<file path="config.mk">
export PLATFORM = sky130hd
export DESIGN_NAME = per_client_sequence_checker_top
export DESIGN_NICKNAME = d
export VERILOG_FILES = /design/src/design/scq_pkg.sv /design/src/design/scq_table.sv /design/src/design/per_client_sequence_checker_top.sv
export SDC_FILE = /design/constraint.sdc
export NUM_CORES = 2
export LEC_CHECK = 0
export CAP_MARGIN = 25
export CORE_MARGIN = 4
export CORE_UTILIZATION = 40
export CTS_BUF_LIST = sky130_fd_sc_hd__clkbuf_2
export CTS_CLUSTER_DIAMETER = 100
export CTS_CLUSTER_SIZE = 14
export DETAILED_ROUTE_END_ITERATION = 8
export DONT_BUFFER_PORTS = 1
export GPL_TIMING_DRIVEN = 0
export PLACE_DENSITY = 0.51
export SLEW_MARGIN = 20
export SYNTH_ARGS = -nofsm -noshare
export SYNTH_HDL_FRONTEND = slang
export SYNTH_SLANG_ARGS = --single-unit
</file>
<file path="constraint.sdc">
create_clock -name clk -period 10.3 [get_ports clk]
set_clock_uncertainty 0.15 [all_clocks]
set_input_delay 0.515 -clock clk [delete_from_list [all_inputs] [get_ports clk]]
set_output_delay 0.515 -clock clk [all_outputs]
set_load 0.01 [all_outputs]
</file>
<file path="src/design/scq_pkg.sv">
// Shared types and constants for the per-client sequence checker.
`default_nettype none

package scq_pkg;

  // Number of client entries in the associative table.
  localparam int TABLE_ENTRIES = 16;
  // Width of an index into the table (at least one bit).
  localparam int IDX_W = (TABLE_ENTRIES > 1) ? $clog2(TABLE_ENTRIES) : 1;
  // Width of the fill count, which must hold TABLE_ENTRIES itself.
  localparam int CNT_W = $clog2(TABLE_ENTRIES + 1);
  // Width of the reported entry index field.
  localparam int ENTRY_IDX_W = 4;

  // Result codes.
  typedef enum logic [1:0] {
    ST_VALID        = 2'd0,
    ST_DUPLICATE    = 2'd1,
    ST_OUT_OF_ORDER = 2'd2,
    ST_TABLE_FULL   = 2'd3
  } status_t;

  // One request word.
  typedef struct packed {
    logic [31:0] client_addr;
    logic [31:0] seq_num;
  } in_word_t;

  // One result word.
  typedef struct packed {
    status_t                  status;
    logic                     entry_found;
    logic [ENTRY_IDX_W-1:0]   entry_index;
  } out_word_t;

endpackage

`default_nettype wire

</file>
<file path="src/design/scq_table.sv">
// Client table with parallel key match, sequence check and entry allocation.
`default_nettype none

module scq_table
  import scq_pkg::*;
(
  input  wire logic      clk,
  input  wire logic      rst_n,
  input  wire in_word_t  req,
  input  wire logic      req_fire,
  output out_word_t      result
);

  logic [31:0]       key_r   [TABLE_ENTRIES];
  logic [31:0]       seq_r   [TABLE_ENTRIES];
  logic [TABLE_ENTRIES-1:0] used_r;
  logic [TABLE_ENTRIES-1:0] used_nxt;
  logic [CNT_W-1:0]  filled_r;
  logic [CNT_W-1:0]  filled_nxt;

  logic [TABLE_ENTRIES-1:0] hit;
  logic              any_hit;
  logic [IDX_W-1:0]  hit_idx;
  logic [31:0]       hit_seq;
  logic [IDX_W-1:0]  ins_idx;
  logic              table_full;
  logic              is_next;
  logic              is_dup;
  logic              seq_is_one;
  logic              do_insert;
  logic              do_advance;

  // Compare the key against every used entry in parallel and select the hit.
  always_comb begin
    hit_idx = '0;
    hit_seq = '0;
    for (int i = 0; i < TABLE_ENTRIES; i++) begin
      hit[i] = used_r[i] && (key_r[i] == req.client_addr);
      if (hit[i]) begin
        hit_idx = hit_idx | IDX_W'(i);
        hit_seq = hit_seq | seq_r[i];
      end
    end
  end

  assign any_hit    = |hit;
  assign table_full = (filled_r == CNT_W'(TABLE_ENTRIES));
  assign ins_idx    = filled_r[IDX_W-1:0];
  assign seq_is_one = (req.seq_num == 32'd1);

  // The next-number test is done at 33 bits so that it never wraps.
  assign is_next = ({1'b0, req.seq_num} == ({1'b0, hit_seq} + 33'd1));
  assign is_dup  = (req.seq_num <= hit_seq);

  assign do_advance = req_fire && any_hit && is_next;
  assign do_insert  = req_fire && !any_hit && seq_is_one && !table_full;

  // Decide the result word.
  always_comb begin
    result = '{status: ST_OUT_OF_ORDER, entry_found: 1'b0, entry_index: '0};
    priority if (any_hit) begin
      result.entry_found = 1'b1;
      result.entry_index = ENTRY_IDX_W'(hit_idx);
      priority if (is_next) begin
        result.status = ST_VALID;
      end else if (is_dup) begin
        result.status = ST_DUPLICATE;
      end else begin
        result.status = ST_OUT_OF_ORDER;
      end
    end else if (!seq_is_one) begin
      result.status = ST_OUT_OF_ORDER;
    end else if (table_full) begin
      result.status = ST_TABLE_FULL;
    end else begin
      result.status      = ST_VALID;
      result.entry_found = 1'b1;
      result.entry_index = ENTRY_IDX_W'(ins_idx);
    end
  end

  // Valid bits and fill count.
  always_comb begin
    used_nxt   = used_r;
    filled_nxt = filled_r;
    if (do_insert) begin
      used_nxt[ins_idx] = 1'b1;
      filled_nxt        = filled_r + CNT_W'(1);
    end
  end

  always_ff @(posedge clk) begin
    if (!rst_n) begin
      used_r   <= '0;
      filled_r <= '0;
    end else begin
      used_r   <= used_nxt;
      filled_r <= filled_nxt;
    end
  end

  // Entry payload: keys written on insert, sequence numbers on insert or advance.
  always_ff @(posedge clk) begin
    for (int i = 0; i < TABLE_ENTRIES; i++) begin
      if (do_insert && (ins_idx == IDX_W'(i))) begin
        key_r[i] <= req.client_addr;
        seq_r[i] <= req.seq_num;
      end else if (do_advance && hit[i]) begin
        seq_r[i] <= req.seq_num;
      end
    end
  end

endmodule

`default_nettype wire

</file>
<file path="src/design/per_client_sequence_checker_top.sv">
// Top level of the per-client sequence checker: input and result registers.
//
// Usage:
//   Request words (client address, sequence number) enter on the in_ channel
//   with a valid/ready handshake. Each request gives exactly one result word
//   (status, entry_found, entry_index) on the out_ channel, in order.
//   A request is captured in an input register; once the result register
//   is free or draining, the table match, sequence check and any table
//   update happen in one pass and the result is loaded into the output
//   register, which drives out_valid. While the receiver does not stall,
//   throughput is one word per cycle, set by the parallel match over all
//   table entries.
//   When the receiver stalls, the result register holds its word and the
//   input register holds one more request; in_ready falls once both are
//   full and rises as soon as the receiver takes the result.
//   Reset (rst_n low, synchronous) empties both registers, marks every
//   table entry unused and clears the fill count; the block is ready to
//   accept words as soon as reset ends.
`default_nettype none

module per_client_sequence_checker_top
  import scq_pkg::*;
(
  input  wire logic     clk,
  input  wire logic     rst_n,
  input  wire logic     in_valid,
  output logic          in_ready,
  input  wire in_word_t in_data,
  output logic          out_valid,
  input  wire logic     out_ready,
  output out_word_t     out_data
);

  logic      req_vld_r;
  in_word_t  req_r;
  logic      res_vld_r;
  out_word_t res_r;
  out_word_t decision;
  logic      advance;

  // The held request moves on when the result register is free or draining.
  assign advance  = req_vld_r && (!res_vld_r || out_ready);
  assign in_ready = !req_vld_r || advance;

  scq_table u_table (
    .clk      (clk),
    .rst_n    (rst_n),
    .req      (req_r),
    .req_fire (advance),
    .result   (decision)
  );

  // Input register.
  always_ff @(posedge clk) begin
    if (!rst_n) begin
      req_vld_r <= 1'b0;
    end else if (in_ready) begin
      req_vld_r <= in_valid;
    end
  end

  always_ff @(posedge clk) begin
    if (in_valid && in_ready) begin
      req_r <= in_data;
    end
  end

  // Result register.
  always_ff @(posedge clk) begin
    if (!rst_n) begin
      res_vld_r <= 1'b0;
    end else if (advance) begin
      res_vld_r <= 1'b1;
    end else if (out_ready) begin
      res_vld_r <= 1'b0;
    end
  end

  always_ff @(posedge clk) begin
    if (advance) begin
      res_r <= decision;
    end
  end

  assign out_valid = res_vld_r;
  assign out_data  = res_r;

endmodule

`default_nettype wire
</file>
After elaboration in Yosys (flattened, before gate mapping). Memory sizes are Yosys's and may differ from the RTL's. Cells that the tools add are included. Widths: inputs -> output; s select.

Bitwise gates (word level): 32. Add/sub/neg operators: 2. Reductions and logical operators: 80. Equality and inequality tests: 34. $lt $le $gt $ge: 3. Multiplexer cells: 183.

Operators by type and width (count): $mux 32 (47); $eq 32x32->1 (16); $or 32x32->32 (15); $reduce_or 32->1 (15); $mux 1 (99); $mux 4 (23); $logic_and 1x1->1 (56); $add 32x1->33 const B (1); $eq 32x33->1 (1); $eq 32x1->1 const B (1); $eq 4x4->1 const B (8); $le 32x32->1 (1); $eq 4x3->1 const B (4); $or 1x1->1 (16); $or 16x16->16 (1); $reduce_or 16->1 (1); $mux 2 (6); $mux 3 (4); $mux 5 (2); $eq 4x2->1 const B (2); $mux 7 (1); $add 5x1->5 const B (1); $eq 5x5->1 const B (1); $lt 4x5->1 const B (1); other kinds (7) (11).

Output and inout bits: 9. Memories: 2. Bits in writable memories: 1024. Bits of input ports: 68. Logic and storage cells: 345. Register bits: 94.

Memories: u_table.key_r (words 16, width 32, read ports 16, clocked after memory_dff 0, write ports 1, line scq_table.sv:14) `logic [31:0] key_r [TABLE_ENTRIES];`; u_table.seq_r (words 16, width 32, read ports 16, clocked after memory_dff 0, write ports 16, line scq_table.sv:15) `logic [31:0] seq_r [TABLE_ENTRIES];`.

Longest topological paths before layout. An unclocked memory read counts as a cell.

Word-level depth: 42. Gate-level depth with buffers: 27. Mapped depth without buffers: 23.

Modules after synthesis. A second synthesis with hierarchy kept.

Cells, all modules: 3582. Area total of the unflattened synthesis: 49443.7 µm².

Modules (own cells, without submodules): scq_table (seq. area each 31169.9 µm², cells each 3502, area each 47207.8 µm², times used 1); per_client_sequence_checker_top (seq. area each 2172.1 µm², cells each 80, area each 2235.9 µm², times used 1).

Least setup slack after synthesis. Ideal clock, no wire load.

Kind: reg-to-reg. Start point: register req_r[43] in the netlist's numbering. End point: memory u_table.seq_r[11][4] (netlist: u_table.seq_r[1][100]) (enable). Path slack: 2.468 ns. Stages on the path, launching flop included: 20. Data arrival time: 7.210 ns. Data required time: 9.678 ns. Buffers on the path: 3. Period minus slack after synthesis: 7.832 ns. Setup time: 0.472 ns. Cells stage by stage: edfxtp_1 buf_2 buf_2 xnor2_1 nand4_1 nor4_2 nand2_2 buf_2 o2111ai_1 nor4_1 inv_1 ha_1 nor3b_1 a21oi_1 a2bb2oi_1 a2111o_1 nor4_1 o2111ai_1 or4_4 o32ai_1.

RTL lines: start: declaration (line per_client_sequence_checker_top.sv:35) `in_word_t req_r;`; start signal: assignment (line per_client_sequence_checker_top.sv:64) `req_r <= in_data;`; end: declaration (line scq_table.sv:15).

==> impl_metrics.json <==
{
  "status": "finished clean",
  "post-route-drc-count": 0,
  "synthTopCellsByArea": "edfxtp_1, xnor2_1, nand4_1, and2_1, o2111ai_1",
  "syn_nets": 3561,
  "dpl.cell_count": 5181,
  "die_w_um": 359.3,
  "fin_crit_ns": 9.219,
  "rsz0062_at_grt": "false",
  "cts_max_level": 3,
  "drive_above_1_share_pct": 12.56,
  "ys_types": 81,
  "clock-sinks": 1118,
  "synthCells": 3456,
  "switchingPower_mw": 1.843,
  "yosys_warnings": 0,
  "fin_crit_sh_pct": 89.51,
  "hold_path_startpoint": "out_ready",
  "slew_violations": 0,
  "path_class": "reg2reg",
  "first_global_vias": 31310,
  "syn_avg_cell_area_um2": 14.29,
  "cts_setup_buffers": 0,
  "yosysMostFrequentCell": "edfxtp_1",
  "layoutNonFillerInstCount": 5539,
  "core_mm2": 0.1222,
  "viasPerCell": 5.949,
  "p_int_mw": 5.605,
  "crit_path_start": "req_r[33]",
  "final_area_mm2": 0.05640,
  "cts_buffers": 89,
  "cts_hold_buf": 202,
  "cellLeakagePower_nw": 17.44,
  "pre_cts_slack_ns": 1.215,
  "antenna_found_initial": 9,
  "gp_congestion": 0.8977,
  "netSwitchingFraction_pct": 24.75,
  "synth_edf_count": 1095,
  "dieArea_mm2": 0.1291,
  "worstPathArrival_ns": 10.16,
  "io_buffers": 0,
  "wl_mm": 178.3,
  "slew_headroom_pct": 24.46,
  "wire_per_inst_um": 32.19,
  "worstSetupStartpointType": "flip-flop",
  "via_count": 32950,
  "place_area_mm2": 0.05349,
  "cp_slowest_cell": "edfxtp_1",
  "grt-ovfl-total": 0,
  "crit_buf_inv": 5,
  "seqPwrFrac_pct": 68.5,
  "nets": 3962,
  "end_kind": "flip-flop",
  "yosys.area.top_type": "edfxtp_1",
  "cts_tree": "done",
  "synthFlopType": "edfxtp_1",
  "dr.pass1.iters": 8,
  "worstMarginPinSlew_ns": 1.124,
  "cp_cell_sequence": "buf_2 > buf_2 > xnor2_1 > nand4_1 > nor4_4 > buf_2 > buf_2 > nand2_1 > o2111ai_1 > nor4_2 > nor2_2 > nand4_1 > or2_0 > a2111o_1 > nor4_1 > o2111ai_1 > nor4_2 > buf_4 > a31o_4",
  "peakVddDrop_uv": 103.0,
  "grt_pass1_wl_mm": 245.8,
  "seq_area_frac_synth_pct": 67.53,
  "synth_common_cells": "edfxtp_1, nand4_1, xnor2_1",
  "root_buffer": "clkbuf_2",
  "pwr-share-comb_pct": 6.2,
  "cap_violations": 0,
  "seqCellArea_mm2": 0.03334,
  "multi_input_area_mm2": 0.01511,
  "synth-seq-cells": 1118,
  "critPathMaxFanout": 32,
  "p_clk_share_pct": 25.3,
  "fin_ws_ns": 1.081,
  "ios": 77,
  "slowest_delay_ns": 1.06,
  "crit_required_ns": 11.24,
  "synth_top_area_share_pct": 66.60,
  "fin_util_pct": 46.16,
  "dr.first_iter.drc_count": 4386,
  "finalPower_mw": 7.448,
  "antenna_left": 0,
  "finalSetupTns_ns": 0,
  "grt_usage_pct": 26.88,
  "grt_max_degree": 36,
  "critPathMostFrequentCell": "buf_2",
  "fmax_ghz": 0.1085,
  "critPathTopFamily": "simple AND/OR/NAND/NOR gates",
  "p_per_area_mw_per_mm2": 132.0,
  "hold_path_class": "in2reg",
  "hold_violations": 0,
  "die_h_um": 359.3,
  "timing.hold.ws_ns": 0.3372,
  "start_util_pct": 40.40,
  "async_flop_share_pct": 0,
  "fill_cells": 10890,
  "rows": 128,
  "clk_pin_slew_worst_paths_ns": 0.27,
  "dpl.hpwl_mm": 125.1,
  "clockBufferDepth": 3,
  "syn_area_mm2": 0.04937,
  "syn_to_final_growth_pct": 14.24,
  "clkLatencyLatePin_ns": 1.47,
  "r2r-start": "req_r[33]",
  "finalSetupViolations": 0,
  "ctsResizeCount": 0
}
worst paths after layout:
kind,to,slack (ns),depth (start not counted)
worst min-delay path,out_valid,0.34,4
worst min register to register,u_table.used_r[14],0.35,1
worst max-delay path,u_table.seq_r[0][203],1.08,19
worst max register to register,u_table.seq_r[0][203],1.08,19
flip-flops by register name, indices dropped and copies added, names as in the netlist:
register and cells:
out_data 7, out_valid 1, req_r 64, req_vld_r 1, u_table.filled_r 5, u_table.key_r 512, u_table.seq_r 512, u_table.used_r 16
cell usage in the layout (no fill, tap or decap), drive strengths merged, types with 5 or more instances in the layout:
master	instances
dfxtp	23
a2111o	5
o21ai	27
xnor2	349
nand2	92
diode	5
nand2b	53
nor3	52
xor2	107
nand3	84
or4	63
nor2	53
a31o	14
edfxtp	1095
o22ai	21
ha	37
a22o	28
and4	18
a2111oi	6
a21oi	21
o221ai	8
dlygate4sd3	202
o21a	21
nand4	380
a221oi	23
a22oi	5
and2	203
a221o	7
nor4	107
a222oi	9
nor2b	28
o2bb2ai	7
o2111ai	111
buf	217
inv	130
clkbuf	238
worst register-to-register path, delay by kind of cell, from the launching register on:
family          cells  cell delay, ns
simple gates        9            3.37
buf+inv             5            2.07
xor+xnor            1            0.19
flops               1            1.06
compound gates      4            1.94
cell type report:
type / instances / share of cell area, %
clock inverter: 7 / 0.1863
multi-input combinational: 1999 / 26.79
sequential: 1118 / 59.11
antenna: 5 / 0.02218
inverter: 127 / 0.8452
tap: 1625 / 3.605
timing repair buffer: 310 / 6.449
clock buffer: 136 / 1.207
buffer: 212 / 1.788
power groups by stage:
stage                     logic [mW]  clock network [mW]  registers (mW)
after floorplan                0.203                   0            5.15
after global placement         0.312                   0            5.24
after detailed placement       0.389                   0            5.20
after CTS                      0.448                1.91            5.10
after global routing           0.483                2.09            5.11
final                          0.460                1.89            5.10
logic make-up after synthesis:
group                      count (synthesis)  synth area share [%]
and+or+nand+nor                         1160                 14.68
DFF                                     1118                 67.53
xor gates and xnor gates                 456                 8.089
AOI/OAI and AO/OA                        344                 5.720
buffers and inverters                    339                 3.006
adders and majority gates                 37                0.9377
muxes                                      2               0.04055
layer usage:
| metal | track usage (%) | share of wire (%) |
|---|---|---|
| met1 | 39.29 | 43 |
| met2 | 40.38 | 44 |
| met3 | 6.026 | 10 |
| met4 | 7.459 | 2.8 |
| met5 | 0 | 0.031 |
Note: power is estimated with default switching activity, not from simulation.
